**config.mk**
```make
export PLATFORM = sky130hd
export DESIGN_NAME = h264_nal_start_code_framer
export DESIGN_NICKNAME = d
export VERILOG_FILES = /design/src/design/h264nsc_pkg.sv /design/src/design/h264nsc_ram.sv /design/src/design/h264_nal_start_code_framer.sv
export SDC_FILE = /design/constraint.sdc
export NUM_CORES = 1
export LEC_CHECK = 0
export ABC_AREA = 1
export BUFFER_PORTS_ARGS = -buffer_cell sky130_fd_sc_hd__clkbuf_2
export CAP_MARGIN = 20
export CORE_MARGIN = 8
export CORE_UTILIZATION = 45
export CTS_CLUSTER_DIAMETER = 40
export DETAILED_ROUTE_END_ITERATION = 6
export PLACE_DENSITY = 0.65
export SYNTH_ARGS = -nofsm -noshare
export SYNTH_HDL_FRONTEND = slang
export SYNTH_SLANG_ARGS = --single-unit
```
**constraint.sdc**
```tcl
create_clock -name i_clk -period 4.2 [get_ports i_clk]
set_input_delay 0.21 -clock i_clk [delete_from_list [all_inputs] [get_ports i_clk]]
set_output_delay 0.21 -clock i_clk [all_outputs]
set_load 0.01 [all_outputs]
```
**src/design/h264nsc_pkg.sv**
```systemverilog
// Package: shared types and constants for the NAL start code framer.
`default_nettype none
package h264nsc_pkg;
    localparam logic [4:0] NAL_IDR       = 5'd5;
    localparam logic [4:0] NAL_SPS       = 5'd7;
    localparam logic [4:0] NAL_PPS       = 5'd8;
    localparam logic [4:0] NAL_AUD       = 5'd9;
    localparam logic [7:0] NAL_TYPE_MASK = 8'h1f;

    typedef enum logic [2:0] {
        ST_IN   = 3'b001,
        ST_SEQ  = 3'b010,
        ST_PIC  = 3'b100
    } t_state;

    // One emitted byte with its marks.
    typedef struct packed {
        logic [7:0]  data;
        logic        first;
        logic        last;
        logic [63:0] stamp;
        logic [4:0]  kind;
    } t_beat;
endpackage
`default_nettype wire

```
**src/design/h264nsc_ram.sv**
```systemverilog
// Generic single-port-write, registered-read RAM.
`default_nettype none
module h264nsc_ram #(
    parameter int WIDTH = 8,
    parameter int DEPTH = 32
) (
    input  wire                      i_clk,
    input  wire                      i_we,
    input  wire [$clog2(DEPTH)-1:0]  i_waddr,
    input  wire [WIDTH-1:0]          i_wdata,
    input  wire [$clog2(DEPTH)-1:0]  i_raddr,
    output logic [WIDTH-1:0]         o_rdata
);
    logic [WIDTH-1:0] r_mem [DEPTH];

    always_ff @(posedge i_clk) begin
        if (i_we) begin
            r_mem[i_waddr] <= i_wdata;
        end
        o_rdata <= r_mem[i_raddr];
    end
endmodule
`default_nettype wire

```
**src/design/h264_nal_start_code_framer.sv**
```systemverilog
// Top level: Annex B start code framer with SPS/PPS replay in front of IDR.
//
// Bytes enter one per transaction through a seven-byte delay line; a start
// code 00 00 00 01 is recognized when the byte after its type byte arrives.
// SPS and PPS units are captured into two RAMs (SEQ_DEPTH / PIC_DEPTH bytes)
// and not passed on. Each emitted IDR is preceded by the stored SPS then PPS,
// read back from the RAMs one byte per cycle while the output is not stalled.
// A byte that is dropped or stored does not hold the input; after a byte that
// is passed on the input waits until the output register is empty, and after
// a byte that opens an emitted IDR it also waits for the replay sequencer,
// reading through the single RAM read port of each store, and for the output
// register to drain. The input stalls while the output register holds a byte,
// a RAM read is in flight or a replay runs. Results carry first/last marks,
// the NAL type and the timestamp latched at the start code when it is nonzero
// with bit 63 clear. The last unit of the stream is never closed.
`default_nettype none
module h264_nal_start_code_framer
    import h264nsc_pkg::*;
#(
    parameter int SEQ_DEPTH = 32,
    parameter int PIC_DEPTH = 16
) (
    input  wire          i_clk,
    input  wire          i_rst_n,
    input  wire          i_valid,
    output logic         o_stall,
    input  wire  [7:0]   i_data_byte,
    input  wire  [63:0]  i_stamp,
    output logic         o_valid,
    input  wire          i_stall,
    output logic [7:0]   o_out_byte,
    output logic         o_frame_first,
    output logic         o_frame_last,
    output logic [63:0]  o_frame_stamp,
    output logic [4:0]   o_nal_kind
);
    localparam int SAW = $clog2(SEQ_DEPTH);
    localparam int PAW = $clog2(PIC_DEPTH);
    localparam int SLW = $clog2(SEQ_DEPTH + 1);
    localparam int PLW = $clog2(PIC_DEPTH + 1);

    t_state r_state;
    logic [7:0]  r_dly [7];
    logic [2:0]  r_fill;
    logic [SLW-1:0] r_seq_len, r_sidx;
    logic [PLW-1:0] r_pic_len, r_pidx;
    logic        r_seen, r_drop, r_emit, r_fpend;
    logic [4:0]  r_kind;
    logic [63:0] r_stamp;
    logic        r_rd;           // a RAM read is in flight, data not yet in the output register
    logic        r_rd_last;      // that read was the last replay byte
    logic        r_ov;
    t_beat       r_ob;

    logic        acc, found, old_ok, out_free, issue;
    logic [7:0]  oldest;
    logic [4:0]  nk;
    logic [7:0]  seq_q, pic_q;
    logic        seq_we, pic_we;
    logic [SLW-1:0] seq_ra;
    logic [PLW-1:0] pic_ra;

    // Output slot is free if empty or being taken this cycle.
    assign out_free = !r_ov || !i_stall;
    assign o_stall  = (r_state != ST_IN) || r_rd || r_ov;
    assign acc      = i_valid && !o_stall;
    // Replay issues one read per free output slot.
    assign issue    = (r_state != ST_IN) && (!r_rd || out_free);

    // Window after shifting the new byte in: positions 1..6 = r_dly[2..6], byte.
    assign found  = (r_fill >= 3'd5) && r_dly[2] == 8'd0 && r_dly[3] == 8'd0
                    && r_dly[4] == 8'd0 && r_dly[5] == 8'd1;
    assign oldest = r_dly[1];
    assign nk     = r_dly[6][4:0] & NAL_TYPE_MASK[4:0];
    assign old_ok = r_seen && (r_fill >= 3'd6);

    assign seq_we = acc && old_ok && r_kind == NAL_SPS && r_seq_len < SLW'(SEQ_DEPTH);
    assign pic_we = acc && old_ok && r_kind == NAL_PPS && r_pic_len < PLW'(PIC_DEPTH);

    // Without a new issue the pending address is read again, so RAM data
    // holds while the output is stalled.
    assign seq_ra = (issue && r_state == ST_SEQ) ? r_sidx : r_sidx - 1'b1;
    assign pic_ra = (issue && r_state == ST_PIC) ? r_pidx : r_pidx - 1'b1;

    h264nsc_ram #(.WIDTH(8), .DEPTH(SEQ_DEPTH)) u_seq (
        .i_clk(i_clk), .i_we(seq_we), .i_waddr(r_seq_len[SAW-1:0]),
        .i_wdata(oldest), .i_raddr(seq_ra[SAW-1:0]), .o_rdata(seq_q));
    h264nsc_ram #(.WIDTH(8), .DEPTH(PIC_DEPTH)) u_pic (
        .i_clk(i_clk), .i_we(pic_we), .i_waddr(r_pic_len[PAW-1:0]),
        .i_wdata(oldest), .i_raddr(pic_ra[PAW-1:0]), .o_rdata(pic_q));

    logic r_rd_seq;
    logic r_rd_first;

    always_ff @(posedge i_clk) begin
        if (!i_rst_n) begin
            r_state <= ST_IN;  r_fill <= '0;
            r_seq_len <= '0;   r_pic_len <= '0;
            r_sidx <= '0;      r_pidx <= '0;
            r_seen <= 1'b0;    r_drop <= 1'b1;  r_emit <= 1'b0;
            r_fpend <= 1'b0;   r_kind <= '0;    r_stamp <= '0;
            r_rd <= 1'b0;      r_rd_last <= 1'b0; r_ov <= 1'b0;
            r_rd_seq <= 1'b0;  r_rd_first <= 1'b0;
        end else begin
            if (r_ov && !i_stall) r_ov <= 1'b0;
            // Replayed RAM data lands in the output register.
            if (r_rd && out_free) begin
                r_ov <= 1'b1;
                r_ob <= '{data: r_rd_seq ? seq_q : pic_q, first: r_rd_first,
                          last: 1'b0, stamp: r_stamp, kind: r_kind};
                r_rd <= 1'b0;
                if (r_rd_last) r_fpend <= 1'b0;
            end
            // Replay sequencer.
            if (issue) begin
                r_rd <= 1'b1;
                if (r_state == ST_SEQ) begin
                    r_rd_seq <= 1'b1;
                    r_rd_first <= r_sidx == '0;
                    r_rd_last <= 1'b0;
                    if (r_sidx + 1'b1 == r_seq_len) r_state <= ST_PIC;
                    r_sidx <= r_sidx + 1'b1;
                end else begin
                    r_rd_seq <= 1'b0;
                    r_rd_first <= r_seq_len == '0 && r_pidx == '0;
                    r_rd_last <= r_pidx + 1'b1 == r_pic_len;
                    if (r_pidx + 1'b1 == r_pic_len) r_state <= ST_IN;
                    r_pidx <= r_pidx + 1'b1;
                end
            end
            if (acc) begin
                for (int k = 0; k < 6; k++) r_dly[k] <= r_dly[k+1];
                r_dly[6] <= i_data_byte;
                if (r_fill != 3'd7) r_fill <= r_fill + 1'b1;
                if (seq_we) r_seq_len <= r_seq_len + 1'b1;
                if (pic_we) r_pic_len <= r_pic_len + 1'b1;
                if (old_ok && r_emit) begin
                    r_ov <= 1'b1;
                    r_ob <= '{data: oldest, first: r_fpend, last: found,
                              stamp: r_stamp, kind: r_kind};
                    r_fpend <= 1'b0;
                end
                if (found) begin
                    r_seen <= 1'b1;
                    r_kind <= nk;
                    r_fpend <= 1'b0;
                    if (!i_stamp[63] && i_stamp != '0) r_stamp <= i_stamp;
                    unique case (1'b1)
                        nk == NAL_SPS: begin
                            r_seq_len <= '0; r_emit <= 1'b0;
                        end
                        nk == NAL_PPS: begin
                            r_pic_len <= '0; r_emit <= 1'b0;
                        end
                        nk == NAL_AUD: r_emit <= 1'b0;
                        nk == NAL_IDR: begin
                            if (r_seq_len != '0 && r_pic_len != '0) begin
                                r_drop <= 1'b0; r_emit <= 1'b1;
                                // Replay carries the first mark.
                                r_fpend <= 1'b1;
                                r_sidx <= '0; r_pidx <= '0;
                                r_state <= ST_SEQ;
                            end else begin
                                r_emit <= !r_drop;
                                r_fpend <= !r_drop;
                                r_sidx <= '0; r_pidx <= '0;
                                if (!r_drop) r_state <= ST_SEQ;
                            end
                        end
                        default: begin
                            r_emit <= !r_drop; r_fpend <= !r_drop;
                        end
                    endcase
                end
            end
        end
    end

    assign o_valid       = r_ov;
    assign o_out_byte    = r_ob.data;
    assign o_frame_first = r_ob.first;
    assign o_frame_last  = r_ob.last;
    assign o_frame_stamp = r_ob.stamp;
    assign o_nal_kind    = r_ob.kind;

    a_no_acc_in_replay: assert property (@(posedge i_clk) disable iff (!i_rst_n)
        (r_state != ST_IN) |-> !acc) else $error("input taken during replay");
    a_len_seq: assert property (@(posedge i_clk) disable iff (!i_rst_n)
        r_seq_len <= SLW'(SEQ_DEPTH)) else $error("seq length overflow");
    a_len_pic: assert property (@(posedge i_clk) disable iff (!i_rst_n)
        r_pic_len <= PLW'(PIC_DEPTH)) else $error("pic length overflow");
endmodule
`default_nettype wire
```
==> flow_summary.ini, run 1 <==
[grt]
antenna_found_initial = 2
grt_pass1_wl_um = 107000
grt_use_total_pct = 20.0
grt_max_degree = 77
grt_pass1_vias = 19200
gr-total-overflow = 0

[outcome]
status = finished, violations left
violations = design-rule violations

[finish]
layout_common_cells = 511 x edfxtp_1, 490 x nand2_1, 401 x inv_1
drive_above_1_share_pct = 14.5
area_delta_synth_final_pct = 20.4
design_area_um2 = 32600
fillers = 5141
nNetsFinal = 3027
final_common_cell = edfxtp_1
multi_input_area_um2 = 7270
seq_area_um2 = 17800

[worst_setup_path]
crit_slowest_cell = buf_4
cp_cell_sequence = nand3_2 > nand3_2 > nand2_2 > nand2_2 > buf_4 > nand2_1 > nand3_1 > nand3_1 > nand3_1 > nand2_1 > nand2_1 > nand2_1
critPathRequiredTime_ps = 4710
arrival_ps = 3810
critPathLaunchType = register
end_kind = register
worstPathMaxFanout = 70
path_common_cell = nand2_1
path_class = register to register
crit_buf_inv = 1
cpPeakStageDelay_ps = 670
critical-path-top-delay-family = simple AND/OR/NAND/NOR gates

[timing]
setup_slack_ps = 901
layout_worst_path_cycle_share_pct = 78.6
finalSetupTns_ps = 0
setup_viol = 0
period_needed_ps = 3300
hold_violations = 0
slew_headroom_pct = 22.8
rsz0062_at_grt = false
clock_skew_ps = 32.6
hold_ws_ps = 63.4
worst_pin_slew_ps = 1160
max_freq_mhz = 303
slew_viol_final = 0

[clock_tree]
cts_setup_buffers = 0
clk_pin_slew_ps = 60
worstSkewPairLatency_ps = 620
cts_buffers = 91
cts_root_buf = clkbuf_16
cts_buffer_depth = 3
cts_resized = 0
cts.sinks = 633
h-tree-depth = 3
cts_tree = yes

[yosys]
synthXorXnorAreaFrac_pct = 0.675
synthDistinctLibCells = 39
synth-compound-area-share_pct = 4.61
synthFlopType = edfxtp_1
synth_top_family_by_area = simple AND/OR/NAND/NOR gates
synth_nets = 2779
synthArstFlopShare_pct = 0
synth_fa_ha_area_share_pct = 0.785
syn_area_per_cell_um2 = 10.1
synth-seq-area-share_pct = 65.7
muxShareOfSynthArea_pct = 0.457
syn_inst = 2686
synthSimpleGateAreaFrac_pct = 20.2
syn_area_um2 = 27100
synth-edff-count = 511
yosys_warnings = 0
yosys_register_bits = 633

[route]
vias = 19600
wl_per_cell_um = 18.1
routed_wl_um = 68700
dr.pass1.iters = 7
drt-vias-per-instance = 5.17
drtAntennaViolNets = 0
drc_errors = 5
drt_first_iter_violations = 1784

[floorplan]
die_w_um = 261
initial_core_util_pct = 45.2
fp-row-count = 90
core_um2 = 59900
die_area_um2 = 68300
die_h_um = 261
ios = 157

[placement]
port_buffers = 156
post-place-ws_ps = 951
dp_hpwl_um = 43300
dpl-instance-area_um2 = 28700
place_congestion = 0.888

[hold_path]
worstHoldPathType = primary input to register

[power]
p_per_area_nw_per_um2 = 461
ir_drop_v = 0.000320
leakage_nw = 13.6
p_total_w = 0.0150

[job]
cap_violations = 0
worst reg2reg max path, stage by stage, from the launching register on:
cell and delay (ps):
dfxtp_1 400, nand3_2 210, nand3_2 340, nand2_2 350, nand2_2 430, buf_4 670
nand2_1 210, nand3_1 120, nand3_1 80, nand3_1 170, nand2_1 90, nand2_1 70
nand2_1 50
power breakdown:
part	internal [W]	leakage [nW]	switching [W]	total, W
Sequential	0.00682	5.66	0.0000502	0.00687
Combinational	0.000136	6.38	0.000201	0.000337
Clock	0.00488	1.52	0.00293	0.00781
Total	0.0118	13.6	0.00318	0.0150
sequential cells by signal, summed over array words and instances (netlist names), 3 cells and up:
register / cells
r_sidx: 6
u_pic.o_rdata: 8
o_out_byte: 8
o_frame_stamp: 64
r_pic_len: 5
o_nal_kind: 5
r_state: 3
r_fill: 3
r_pidx: 5
r_dly: 48
u_seq.o_rdata: 8
r_seq_len: 6
u_seq.r_mem: 256
u_pic.r_mem: 128
r_stamp: 64
r_kind: 5
what timing repair did:
item,in CTS,in global routing
hold endpoints to repair,73,0
endpoints found under the setup margin,0,0
hold buffers,73,0
area by class of cell:
cell class                 instances  share of cell area [%]
clock inverter                    62                    2.30
inverter                         405                    4.66
multi-input combinational       1529                    22.3
timing repair buffer             274                    5.85
tap                              782                    3.00
sequential                       633                    54.6
clock buffer                     106                    7.32
antenna                            1                 0.00768
layer usage:
layer | vias to the layer above | global-route usage, % | routed length, um
li1 | 9391 | - | -
met1 | 9284 | 25.8 | 28700
met2 | 739 | 31.9 | 31800
met3 | 204 | 4.72 | 5400
met4 | 2 | 9.02 | 2840
met5 | - | 0 | 13
worst paths after layout:
| path | to | startpoint | cells past startpoint | slack [ps] |
|---|---|---|---|---|
| setup / recovery | u_seq.o_rdata[3]$_DFF_P_ | o_valid$_SDFF_PN0_ | 12 | 900 |
| hold / removal | r_fill[2]$_SDFFE_PN0P_ | i_valid | 4 | 60 |
| setup reg to reg | u_seq.o_rdata[3]$_DFF_P_ | o_valid$_SDFF_PN0_ | 12 | 900 |
| hold reg to reg | r_dly[5][5]$_DFFE_PP_ | r_dly[6][5]$_DFFE_PP_ | 0 | 420 |
cell usage after synthesis (14+ instances only):
| cell type | instances | share of area (%) |
|---|---|---|
| a21oi_1 | 83 | 1.5 |
| buf_2 | 49 | 0.91 |
| clkbuf_1 | 62 | 0.86 |
| dfxtp_1 | 122 | 9.0 |
| edfxtp_1 | 511 | 57 |
| ha_1 | 17 | 0.79 |
| inv_1 | 401 | 5.6 |
| nand2_1 | 492 | 6.8 |
| nand3_1 | 351 | 6.5 |
| nand4_1 | 15 | 0.35 |
| nor2_1 | 334 | 4.6 |
| nor3_1 | 14 | 0.26 |
| o211ai_1 | 49 | 1.4 |
| o21ai_0 | 54 | 1.0 |
| or2_2 | 45 | 1.0 |
| xor2_1 | 15 | 0.49 |
stage by stage:
step | cells | util [%]
global route | 3791 | 54.4
floorplan | 2686 | -
detailed placement | 3546 | 47.8
CTS | 3787 | 54.3
finish | 3792 | 54.4
global placement | 3545 | 47.8
kinds of logic (layout without fill, tap and decap cells):
logic type                 Yosys count  after routing
adders and majority gates           17             17
other                                0              1
DFF                                633            633
buffers and inverters              524            847
muxes                               11             11
and+or+nand+nor                   1269           1269
xor gates and xnor gates            20             20
AOI/OAI and AO/OA                  212            212
Power figures use the tool's default switching activity.
==> run 2, diff against run 1 <==
PLACE_DENSITY = 0.67   (was 0.65)
clock period = 2.7 ns   (was 4.2 ns; I/O delays follow)
==> flow_summary.ini, run 2 (synthesis gave the netlist of run 1 again) <==
[outcome]
status = completed

[worst_setup_path]
crit_buf_inv = 2
path_common_cell = nand2_1
critical-path-top-delay-family = simple AND/OR/NAND/NOR gates
critPathRequiredTime_ps = 3000
cpPeakStageDelay_ps = 410
reg2reg_from = r_state[2]$_SDFF_PN0_
path_class = register to register
worstPathMaxFanout = 8
arrival_ps = 2780
r2r_setup_slack_ps = 220
crit_slowest_cell = nand2_1
end_kind = register
cp_cell_sequence = nand3b_4 > nor3_2 > nand2_2 > nor2_2 > nand2_1 > inv_1 > nand2_1 > nor2_1 > buf_4
reg2reg_to = u_seq.r_mem[8][6]$_DFFE_PP_
ff2ff_path_depth = 9
critPathLaunchType = register

[clock_tree]
cts_buffer_depth = 3
cts.sinks = 633
clk_pin_slew_ps = 50
cts_buffers = 84
h-tree-depth = 3
cts_tree = yes
worstSkewPairLatency_ps = 620
cts_setup_buffers = 0
cts_root_buf = clkbuf_16

[timing]
setup_slack_ps = 225
rsz0062_at_grt = false
layout_worst_path_cycle_share_pct = 91.7
setup_viol = 0
max_freq_mhz = 404
slew_headroom_pct = 48.1
hold_ws_ps = 67.8
period_needed_ps = 2480
finalSetupTns_ps = 0
clock_skew_ps = 33.2
hold_violations = 0
worst_pin_slew_ps = 779
slew_viol_final = 0

[hold_path]
min_to = r_rd_first$_SDFFE_PN0P_
hold_depth = 3
worstHoldPathType = primary input to register
min-delay-start = i_rst_n

[floorplan]
core_um2 = 59900
die_h_um = 261
initial_core_util_pct = 45.2
ios = 157
die_area_um2 = 68300
fp-row-count = 90
die_w_um = 261

[finish]
drive_above_1_share_pct = 15.7
fin_util_pct = 55.1
area_delta_synth_final_pct = 21.9
final_common_cell = edfxtp_1
nNetsFinal = 3080
top_regs = u_seq.r_mem x256, u_pic.r_mem x128
largest_reg_flops = 256
largest-register = u_seq.r_mem
layout_common_cells = 511 x edfxtp_1, 490 x nand2_1, 401 x inv_1

[route]
wl_per_cell_um = 18.0
drt-vias-per-instance = 5.12
wl_met2_um = 33400
route.met3.wl_um = 5580
routed_wl_um = 69300
drt_first_iter_violations = 1570
top_layer = met4
wl_met1_um = 28100
dr.pass1.iters = 6
vias = 19700
drtAntennaViolNets = 0
drc_errors = 0

[power]
ir_drop_v = 0.000534
p_sw_w = 0.00474
leakage_nw = 13.8
p_per_area_nw_per_um2 = 684
switching_share_pct = 21.0
power_frac_seq_pct = 47.3
p_int_w = 0.0178
p_total_w = 0.0226
power_frac_comb_pct = 2.4
pwr-share-clk_pct = 50.3

[placement]
place_congestion = 0.874
post-place-ws_ps = 235
port_buffers = 156
dp_hpwl_um = 44400

[grt]
grt_pass1_wl_um = 109000
grt_max_degree = 155
grt_use_total_pct = 20.3
grt_pass1_vias = 19800
gr-total-overflow = 0
antenna_found_initial = 1

[job]
cap_violations = 0
run 2: layout make-up:
type	instances	area [um2]
multi-input combinational	1529	7270
antenna	2	5.00
sequential	633	17800
fill	5043	26900
clock buffer	101	2280
timing repair buffer	334	2520
clock inverter	55	648
tap	782	978
inverter	405	1520
run 2: timing repair:
action,CTS,global route
gates resized for setup,0,1
hold endpoints to repair,75,0
endpoints found under the setup margin,0,1
hold buffers,74,0
run 2: routing by layer:
layer / vias up / GRT usage [%]
met5: - / 0
met4: 0 / 8.01
met3: 147 / 4.80
met2: 758 / 33.7
met1: 9247 / 25.6
li1: 9498 / -
run 2: worst max-delay path by stage:
stage,from,to,slack [ps],depth (start not counted)
after floorplan,r_state[2]$_SDFF_PN0_,r_dly[1][0]$_DFFE_PP_,210,4
after global placement,r_state[1]$_SDFF_PN0_,u_seq.o_rdata[3]$_DFF_P_,280,12
after detailed placement,r_state[1]$_SDFF_PN0_,u_seq.o_rdata[3]$_DFF_P_,230,12
after CTS,r_state[1]$_SDFF_PN0_,u_seq.o_rdata[3]$_DFF_P_,220,12
after global routing,r_state[2]$_SDFF_PN0_,u_seq.r_mem[8][3]$_DFFE_PP_,2,9
final,r_state[2]$_SDFF_PN0_,u_seq.r_mem[8][6]$_DFFE_PP_,220,9
run 2: per-stage QoR:
step                      area (um2)  cells
after floorplan                27100   2686
after global placement         29300   3609
after global routing           33000   3840
final                          33000   3841
after detailed placement       29300   3609
after CTS                      33000   3839
run 2: power by group through the flow:
stage / Sequential, W / Clock (W) / Combinational (W)
after detailed placement: 0.0109 / 0 / 0.000460
after CTS: 0.0107 / 0.0115 / 0.000543
after floorplan: 0.0109 / 0 / 0.000114
after global placement: 0.0109 / 0 / 0.000449
after global routing: 0.0107 / 0.0120 / 0.000592
final: 0.0107 / 0.0114 / 0.000547
run 2: worst min-delay path, stage by stage:
cell and delay, ps:
buf_6 90, inv_1 240, nor2_1 160
